## src/rtl/psc_pkg.sv

```systemverilog
// Shared types and constants for the pressure sensor compensation block.
package psc_pkg;

  localparam int unsigned CAL_W  = 16;
  localparam int unsigned RAW_W  = 24;
  localparam int unsigned OUT_W  = 26;
  localparam int unsigned N_STG  = 12;

  // Calibration register indexes on the config channel
  typedef enum logic [2:0] {
    CFG_C1 = 3'd0,
    CFG_C2 = 3'd1,
    CFG_C3 = 3'd2,
    CFG_C4 = 3'd3,
    CFG_C5 = 3'd4,
    CFG_C6 = 3'd5
  } cfg_idx_t;

  typedef struct packed {
    logic [CAL_W-1:0] c1;
    logic [CAL_W-1:0] c2;
    logic [CAL_W-1:0] c3;
    logic [CAL_W-1:0] c4;
    logic [CAL_W-1:0] c5;
    logic [CAL_W-1:0] c6;
  } cal_t;

  // Temperature is carried as t = TEMP - 2000; TEMP < -1500 means t < -3500
  localparam logic signed [18:0] COLD_T    = -19'sd3500;
  localparam logic signed [19:0] COLD_BIAS = 20'sd3500;

  // n / 100 == (n * DIV100_MUL) >> 37 for any n below 2^32
  localparam logic [30:0] DIV100_MUL = 31'd1374389535;

endpackage

```

## src/rtl/psc_cfg.sv

```systemverilog
// Calibration word register file written over the config channel.
module psc_cfg (
  input  logic                       clk,
  input  logic                       rst,
  input  logic                       cfg_valid,
  output logic                       cfg_ready,
  input  logic [2:0]                 cfg_index,
  input  logic [psc_pkg::CAL_W-1:0]  cfg_data,
  output psc_pkg::cal_t              cal
);

  assign cfg_ready = 1'b1;

  always_ff @(posedge clk) begin
    if (rst) begin
      cal <= '0;
    end else if (cfg_valid) begin
      case (psc_pkg::cfg_idx_t'(cfg_index))
        psc_pkg::CFG_C1: begin
          cal.c1 <= cfg_data;
        end
        psc_pkg::CFG_C2: begin
          cal.c2 <= cfg_data;
        end
        psc_pkg::CFG_C3: begin
          cal.c3 <= cfg_data;
        end
        psc_pkg::CFG_C4: begin
          cal.c4 <= cfg_data;
        end
        psc_pkg::CFG_C5: begin
          cal.c5 <= cfg_data;
        end
        psc_pkg::CFG_C6: begin
          cal.c6 <= cfg_data;
        end
        default: begin
          // unused index, write dropped
        end
      endcase
    end
  end

endmodule

```

## config.mk

```make
export PLATFORM = sky130hd
export DESIGN_NAME = psc_cfg
export DESIGN_NICKNAME = d
export VERILOG_FILES = /design/src/rtl/psc_pkg.sv /design/src/rtl/psc_cfg.sv
export SDC_FILE = /design/constraint.sdc
export NUM_CORES = 1
export LEC_CHECK = 0
export BUFFER_PORTS_ARGS = -buffer_cell sky130_fd_sc_hd__buf_2
export CAP_MARGIN = 5
export CORE_ASPECT_RATIO = 1.1
export CORE_UTILIZATION = 30
export CTS_CLUSTER_SIZE = 8
export DETAILED_ROUTE_END_ITERATION = 8
export PLACE_DENSITY = 0.53
export SLEW_MARGIN = 30
export SYNTH_ARGS = -nofsm -noshare
export SYNTH_HDL_FRONTEND = slang
export SYNTH_SLANG_ARGS = --single-unit
export TNS_END_PERCENT = 50
```

## constraint.sdc

```tcl
create_clock -name clk -period 1.4 [get_ports clk]
set_clock_uncertainty 0.05 [all_clocks]
set_input_delay 0.14 -clock clk [delete_from_list [all_inputs] [get_ports clk]]
set_output_delay 0.14 -clock clk [all_outputs]
set_load 0.01 [all_outputs]
```

==> implementation parameters, run 1 <==
Parameter                              Value

Outcome
  Run status    completed

Layout
  Share of post-route cells with drive strength above 1    0.328
  Multi-input gate area in the final layout    1750 sq um
  Post-layout nets    481
  Total inserted antenna cells    0
  Number of filler instances in the final layout    1259
  Largest Register    cal
  Relative area change from synthesis to final layout    31.1%
  Final std cell area, no fill    4970 sq um
  Flip-flop and latch area    1920 sq um
  Largest registers    cal x96
  Flip-flop count of the largest register after layout    96
  Post-route insts no fill    618

Die
  Io pins    119
  Site Rows    42
  Die Outline Area    13100 sq um
  Effective utilization at floorplan    0.311
  X dimension of the die    109 microns
  Chip height    120 microns
  Core outline area    12200 sq um

STA
  Number of endpoints failing setup at the final stage    0
  Sum Neg Setup Slack    0 ns
  Slew Limit Fails    0
  Maximum clock frequency    977 MHz
  Hold Slack    0.182 ns
  Unrepaired setup endpoints after global routing    no
  Crit share post-route    0.731
  Time the final worst path needs with I/O delays and setup    1.02 ns
  Number of hold violations in the final report    0

Pwr
  Leakage    2.64 nW
  VDD IR-drop max    0.000680 V
  Internal power    4.62 mW
  Net switching share of the total power    0.221
  Power density normalized to cell area    1190 nW/um^2
  Reg power frac    0.475
  Part of the power in the clock network    0.449
  Net load switching power    1.31 mW
  Proportion of power drawn by combinational gates    0.075

Yosys
  Mux cell area share after synthesis    0.253
  Synthesized area divided by synthesized cell count    11.2 sq um
  List of most frequent post-synthesis cells    sky130_fd_sc_hd__nand2b_1, sky130_fd_sc_hd__dfxtp_1, sky130_fd_sc_hd__mux2i_1, sky130_fd_sc_hd__clkbuf_1, sky130_fd_sc_hd__buf_2
  EDFF count, synth    0
  Largest family of logic cells by synthesized area    multiplexers
  Biggest area contributors in the synthesized netlist    sky130_fd_sc_hd__dfxtp_1, sky130_fd_sc_hd__mux2i_1, sky130_fd_sc_hd__nand2b_1
  Area share of the largest cell type after synthesis    0.507
  Warning count from the yosys run    0
  Netlist Area Pre-Place    3790 sq um
  Async SR Flop Fraction    0
  Most frequent cell after synthesis    sky130_fd_sc_hd__nand2b_1
  Top flip-flop cell by instance count after synthesis    sky130_fd_sc_hd__dfxtp_1
  Gate Count Post-Synth    338
  Fraction of the mapped netlist area in adder cells    0
  Post-synthesis share of cell area spent on and, or, nand and nor gates    0.208
  Count of unique library cells instantiated by Yosys    13
  Post-synthesis sequential area ratio    0.507
  Post-Synth XOR/XNOR Area    0
  Post-Syn Nets    360
  Fraction of the mapped netlist area in compound gates    0
  Seq cells post-synth    96
  Top cell type by total area after synthesis    sky130_fd_sc_hd__dfxtp_1

Route
  Antenna viol nets, final    0
  Number of optimization iterations in the first detailed-route pass    4
  Via count normalized by instance count    4.41
  Final routed wirelength across all metal layers    9860 microns
  Via Count    2723
  DRC errors left    0
  Wirelength per Cell    16.0 microns
  Drt initial violations    106

Clock tree
  Later-pin clock latency in the skew report    0.34 ns
  PostCTS Resize Cnt    0
  Setup bufs post-CTS    0
  Clk sink count    96
  Maximum level of the CTS H-tree    3
  Clock-pin transition on the worst setup and hold timing paths    0.07 ns
  Hold-fix buffers at CTS    0
  TritonCTS clock tree    built
  Clock Tree Root    sky130_fd_sc_hd__clkbuf_16
  Longest Clk Path Bufs    2
  Number of buffers added by the clock tree synthesis step    9

Placed design
  Count of input and output buffers    117
  Total placed cells including tap cells    602
  Detailed-placement wirelength estimate    7140 microns
  Cell Area, Placed    4650 sq um
  RD Place Congestion    0.728

Global route
  Global-route wire length before repair    15200 microns
  Initial antenna violation count    1
  GRT Resource Usage Total    0.157
  Via count of the first global-routing pass    2757
  Overflow left after global routing    0
  Largest net degree at the start of global routing    20

Critical path
  Crit path arrival time    1.18 ns
  Number of buffers and inverters on the critical path    2
  Endpoint type of the worst setup path    flop
  Sequence of cells on the critical path    buf_2 -> or4b_1 -> buf_4 -> mux2i_1
  Required time of the critical path    1.56 ns
  Category of cells accounting for the largest share of critical-path delay    simple AND/OR/NAND/NOR gates
  Crit Path Class    in -> reg
  Critical path peak fanout    12
  Critical path launch point type    input port
  Max stage delay cell, worst path    sky130_fd_sc_hd__or4b_1
  Peak per-stage delay on the critical path    0.56 ns

Hold path
  Classification of the worst-slack hold path    in -> reg

Job
  Max-Cap Viols    0
[worst reg2reg max path, delay by kind of cell, from the launching register on]
kind / cells / cell delay [ns]
mux: 1 / 0.15
simple gates: 1 / 0.06
flops: 1 / 0.34
[cells in the final DEF, fill, tap and decap left out]
| cell | netlist | final |
|---|---|---|
| sky130_fd_sc_hd__and4bb_2 | 1 | 1 |
| sky130_fd_sc_hd__buf_12 | 0 | 5 |
| sky130_fd_sc_hd__inv_6 | 0 | 1 |
| sky130_fd_sc_hd__bufinv_16 | 0 | 2 |
| sky130_fd_sc_hd__nand2b_1 | 112 | 112 |
| sky130_fd_sc_hd__clkbuf_16 | 0 | 9 |
| sky130_fd_sc_hd__conb_1 | 1 | 1 |
| sky130_fd_sc_hd__nor4b_2 | 1 | 1 |
| sky130_fd_sc_hd__clkbuf_8 | 0 | 1 |
| sky130_fd_sc_hd__clkinv_2 | 0 | 2 |
| sky130_fd_sc_hd__or4b_1 | 1 | 1 |
| sky130_fd_sc_hd__buf_4 | 1 | 13 |
| sky130_fd_sc_hd__dfxtp_1 | 96 | 96 |
| sky130_fd_sc_hd__clkbuf_1 | 13 | 1 |
| sky130_fd_sc_hd__buf_2 | 10 | 117 |
| sky130_fd_sc_hd__nand4b_1 | 2 | 2 |
| sky130_fd_sc_hd__mux2i_1 | 96 | 96 |
| sky130_fd_sc_hd__nand4bb_1 | 3 | 3 |
[area by class of cell]
cell class / instances / area share
Clock inverter: 5 / 0.0158
Multi-Input combinational cell: 217 / 0.353
Tap cell: 154 / 0.0387
Sequential cell: 96 / 0.386
Clock buffer: 11 / 0.0488
Timing Repair Buffer: 135 / 0.157
[through the flow]
stage / worst slack, ns / utilization / total power [mW]
after floorplan: 0.187 / - / 3.13
after global placement: 0.0493 / 0.382 / 3.33
after detailed placement: 0.0408 / 0.382 / 3.34
after CTS: 0.356 / 0.408 / 6.04
after global routing: 0.317 / 0.408 / 6.17
final: 0.377 / 0.408 / 5.93
[metal layers]
metal	share of wire	global-route usage	wire length (microns)	vias up
met4	0.015	0.0633	148	2
met1	0.45	0.194	4390	1255
met3	0.073	0.0549	715	16
met2	0.47	0.246	4590	84
li1	-	-	-	1366
met5	0.0013	0	13	-
[power by group through the flow]
stage                     clock, mW  sequential, mW  combinational [mW]
after floorplan                   0            2.91               0.221
after CTS                      2.76            2.82               0.458
after global placement            0            2.88               0.451
final                          2.67            2.82               0.447
after detailed placement          0            2.88               0.457
after global routing           2.86            2.83               0.487
[cell families after synthesis]
logic type	after synthesis
DFF	96
buffers and inverters	25
muxes	96
other	1
and+or+nand+nor	120
[final timing paths]
path / start / to / slack (ns) / depth (start not counted)
worst max-delay path: cfg_index[1] / cal[93] / 0.38 / 4
worst min-delay path: cfg_data[15] / cal[63] / 0.18 / 3
worst max register to register: cal[57] / cal[57] / 0.73 / 2
worst min register to register: cal[69] / cal[69] / 0.42 / 2
Power figures use the tool's default switching activity.
==> run 2, diff against run 1 <==
--- a/config.mk
+++ b/config.mk
@@ -5,13 +5,14 @@
 export SDC_FILE = /design/constraint.sdc
 export NUM_CORES = 1
 export LEC_CHECK = 0
+export ABC_AREA = 1
 export BUFFER_PORTS_ARGS = -buffer_cell sky130_fd_sc_hd__buf_2
 export CAP_MARGIN = 5
 export CORE_ASPECT_RATIO = 1.1
 export CORE_UTILIZATION = 30
 export CTS_CLUSTER_SIZE = 8
 export DETAILED_ROUTE_END_ITERATION = 8
-export PLACE_DENSITY = 0.53
+export PLACE_DENSITY = 0.52
 export SLEW_MARGIN = 30
 export SYNTH_ARGS = -nofsm -noshare
 export SYNTH_HDL_FRONTEND = slang
==> constraint.sdc (replaced) <==
create_clock -name clk -period 1 [get_ports clk]
set_clock_uncertainty 0.05 [all_clocks]
set_input_delay 0.1 -clock clk [delete_from_list [all_inputs] [get_ports clk]]
set_output_delay 0.1 -clock clk [all_outputs]
set_load 0.01 [all_outputs]
==> run 2 against run 1 <==
Clock power increased by 30%. Clock-buffer cell count grew 2. Final cell count up 35%. Largest cell class unchanged. Via count increased by 43%.
==> implementation parameters, run 2 <==
Parameter                              Value

Yosys
  Gate Count Post-Synth    554 (was 338)
  Seq cells post-synth    96 (unchanged)
  Post-synthesis sequential area ratio    0.497 (was 0.507)
  Top cell type by total area after synthesis    sky130_fd_sc_hd__dfxtp_1 (unchanged)
  Netlist Area Pre-Place    3870 sq um (was 3790 sq um)
  List of most frequent post-synthesis cells    sky130_fd_sc_hd__nor2_1, sky130_fd_sc_hd__nand2_1, sky130_fd_sc_hd__dfxtp_1, sky130_fd_sc_hd__nand3_1, sky130_fd_sc_hd__buf_2 (was sky130_fd_sc_hd__nand2b_1, sky130_fd_sc_hd__dfxtp_1, sky130_fd_sc_hd__mux2i_1, sky130_fd_sc_hd__clkbuf_1, sky130_fd_sc_hd__buf_2)
  Async SR Flop Fraction    0 (unchanged)
  Synthesized area divided by synthesized cell count    6.98 sq um (was 11.2 sq um)
  Most frequent cell after synthesis    sky130_fd_sc_hd__nor2_1 (was sky130_fd_sc_hd__nand2b_1)
  Count of unique library cells instantiated by Yosys    15 (was 13)
  Biggest area contributors in the synthesized netlist    sky130_fd_sc_hd__dfxtp_1, sky130_fd_sc_hd__nor2_1, sky130_fd_sc_hd__nand3_1 (was sky130_fd_sc_hd__dfxtp_1, sky130_fd_sc_hd__mux2i_1, sky130_fd_sc_hd__nand2b_1)
  Warning count from the yosys run    0 (unchanged)
  EDFF count, synth    0 (unchanged)
  Post-Syn Nets    576 (was 360)
  Area share of the largest cell type after synthesis    0.497 (was 0.507)
  Top flip-flop cell by instance count after synthesis    sky130_fd_sc_hd__dfxtp_1 (unchanged)

Clock tree
  Hold-fix buffers at CTS    0 (unchanged)
  TritonCTS clock tree    built (unchanged)
  PostCTS Resize Cnt    9 (was 0)
  Setup bufs post-CTS    0 (unchanged)
  Maximum level of the CTS H-tree    3 (unchanged)
  Clock-pin transition on the worst setup and hold timing paths    0.06 ns (was 0.07 ns)
  Clock Tree Root    sky130_fd_sc_hd__clkbuf_16 (unchanged)
  Later-pin clock latency in the skew report    0.34 ns (about the same)
  Longest Clk Path Bufs    2 (unchanged)
  Number of buffers added by the clock tree synthesis step    9 (unchanged)
  Clk sink count    96 (unchanged)

Route
  Final routed wirelength across all metal layers    11900 microns (was 9860 microns)
  Antenna viol nets, final    0 (unchanged)
  Via count normalized by instance count    4.67 (was 4.41)
  Wirelength per Cell    14.3 microns (was 16.0 microns)
  Via Count    3906 (was 2723)
  DRC errors left    0 (unchanged)
  Drt initial violations    221 (was 106)
  Number of optimization iterations in the first detailed-route pass    4 (unchanged)

Pwr
  Net load switching power    2.15 mW (was 1.31 mW)
  Power density normalized to cell area    1650 nW/um^2 (was 1190 nW/um^2)
  VDD IR-drop max    0.000624 V (was 0.000680 V)
  Net switching share of the total power    0.249 (was 0.221)
  Total design power    8.62 mW (was 5.93 mW)
  Internal power    6.47 mW (was 4.62 mW)
  Reg power frac    0.468 (was 0.475)
  Proportion of power drawn by combinational gates    0.128 (was 0.075)
  Part of the power in the clock network    0.404 (was 0.449)
  Leakage    2.56 nW (was 2.64 nW)

Die
  Core outline area    12600 sq um (was 12200 sq um)
  Site Rows    43 (was 42)
  X dimension of the die    110 microns (was 109 microns)
  Chip height    121 microns (was 120 microns)
  Die Outline Area    13400 sq um (was 13100 sq um)
  Effective utilization at floorplan    0.307 (was 0.311)
  Io pins    119 (unchanged)

Layout
  Relative area change from synthesis to final layout    35.4% (was 31.1%)
  Total inserted antenna cells    0 (unchanged)
  Largest Register    cal (unchanged)
  Most used cells in the layout excluding fill and tap cells    sky130_fd_sc_hd__nor2_1, sky130_fd_sc_hd__buf_2, sky130_fd_sc_hd__nand2_1 (was sky130_fd_sc_hd__buf_2, sky130_fd_sc_hd__nand2b_1, sky130_fd_sc_hd__mux2i_1, sky130_fd_sc_hd__dfxtp_1, sky130_fd_sc_hd__buf_4)
  Most common cell after layout, fill and taps aside    sky130_fd_sc_hd__nor2_1 (was sky130_fd_sc_hd__buf_2)
  Flip-flop count of the largest register after layout    96 (unchanged)
  Post-layout nets    696 (was 481)
  Largest registers    cal x96 (unchanged)
  Share of post-route cells with drive strength above 1    0.286 (was 0.328)
  Final std cell area, no fill    5240 sq um (was 4970 sq um)
  Post-route insts no fill    836 (was 618)

Placed design
  Total placed cells including tap cells    820 (was 602)
  Cell Area, Placed    4900 sq um (was 4650 sq um)
  Setup Slack @ Placement    -0.133 ns (was 0.0408 ns)
  RD Place Congestion    0.728 (about the same)
  Count of input and output buffers    117 (unchanged)
  Detailed-placement wirelength estimate    8460 microns (was 7140 microns)

Hold path
  Classification of the worst-slack hold path    in -> reg (unchanged)
  Number of instances on the worst hold path    5 (was 3)
  Worst min-delay path endpoint    cal[31] (was cal[63])
  Source of the worst hold timing path    cfg_data[15] (unchanged)

Global route
  Largest net degree at the start of global routing    45 (was 20)
  Overflow left after global routing    0 (unchanged)
  Via count of the first global-routing pass    3422 (was 2757)
  GRT Resource Usage Total    0.184 (was 0.157)
  Global-route wire length before repair    18200 microns (was 15200 microns)
  Initial antenna violation count    0 (was 1)

Critical path
  Capturing point of the worst reg2reg path    cal[47] (was cal[57])
  Endpoint type of the worst setup path    output port (was flop)
  Number of buffers and inverters on the critical path    1 (was 2)
  Crit Path Class    reg -> out (was in -> reg)
  Sequence of cells on the critical path    buf_2 (was buf_2 -> or4b_1 -> buf_4 -> mux2i_1)
  Critical path peak fanout    2 (was 12)
  Minimum setup slack among reg-to-reg paths    0.37 ns (was 0.73 ns)
  Reg2Reg Depth    2 (unchanged)
  Peak per-stage delay on the critical path    0.35 ns (was 0.56 ns)
  Required time of the critical path    0.85 ns (was 1.56 ns)
  Start of the worst register-to-register path    cal[47] (was cal[57])
  Category of cells accounting for the largest share of critical-path delay    flip-flops (was simple AND/OR/NAND/NOR gates)
  Crit path arrival time    0.83 ns (was 1.18 ns)
  Max stage delay cell, worst path    sky130_fd_sc_hd__dfxtp_1 (was sky130_fd_sc_hd__or4b_1)
  Critical path launch point type    flop (was input port)

STA
  Number of endpoints failing setup at the final stage    0 (unchanged)
  Maximum clock frequency    1020 MHz
  Sum Neg Setup Slack    0 ns (unchanged)
  Crit share post-route    0.979
  Slew Limit Fails    0 (unchanged)
  Time the final worst path needs with I/O delays and setup    0.979 ns
  Unrepaired setup endpoints after global routing    no (unchanged)
  Number of hold violations in the final report    0 (unchanged)
  Worst path setup slack after routing    0.0213 ns (was 0.377 ns)

Job
  Max-Cap Viols    0 (unchanged)

Outcome
  Run status    completed (unchanged)
-- run 2: cell count changes after synthesis, sizes merged, moves of 2 or more --
cell     before  now
nand3         0   96
nor2          0  202
mux2i        96    0
nand4bb       3    0
nand4b        2    0
inv           0   22
buf          12   32
nand2b      112    0
clkbuf       13    2
nand2         0  102
-- run 2: cells by family after synthesis --
kind of cell | share of synthesized area
simple gates | 0.433
flops | 0.497
buf+inv | 0.0689
other cells | 0.000969
-- run 2: layout make-up --
class                      instances  area, sq um
clock inverter                     3         40.0
clock buffer                      13          260
sequential                        96         1950
multi-input combinational        401         1690
timing repair buffer             143         1020
tap                              157          196
inverter                          23         86.3
fill                            1355         7350
-- run 2: routing by layer --
| metal | up-vias | routed length [microns] | part of all wire | track usage |
|---|---|---|---|---|
| met5 | - | 0 | 0 | 0 |
| li1 | 1960 | - | - | - |
| met1 | 1800 | 5350 | 0.45 | 0.247 |
| met4 | 0 | 249 | 0.021 | 0.0781 |
| met2 | 131 | 5600 | 0.47 | 0.290 |
| met3 | 15 | 737 | 0.062 | 0.0269 |
-- run 2: worst max path at each step --
stage	start	to	slack (ns)	cells past startpoint
final	cal[30]	cal[30]	0.02	1
after global routing	cal[35]	cal[35]	0.002	1
after CTS	cal[78]	cal[78]	0.00003	1
after detailed placement	cfg_index[2]	cal[57]	-0.13	6
after global placement	cfg_index[1]	cal[76]	-0.09	6
after floorplan	cfg_valid	cal[63]	0.13	6
-- run 2: tightest hold or removal path, delay by kind of cell --
kind          cells  cell delay [ns]
simple gates      3             0.22
buf+inv           2             0.19
-- run 2: through the flow --
stage               hold slack, ns   util
global route                 0.191  0.416
finish                       0.166  0.416
floorplan                    0.290      -
detailed placement           0.417  0.389
CTS                          0.145  0.414
global placement             0.411  0.389
-- run 2: power by group through the flow --
stage / registers, mW / clock network [mW] / logic, mW
6_report: 4.04 / 3.48 / 1.10
3_5_place_dp: 4.12 / 0 / 1.10
4_1_cts: 4.03 / 3.55 / 1.10
3_3_place_gp: 4.11 / 0 / 1.09
2_1_floorplan: 4.17 / 0 / 0.530
5_1_grt: 4.05 / 3.70 / 1.21
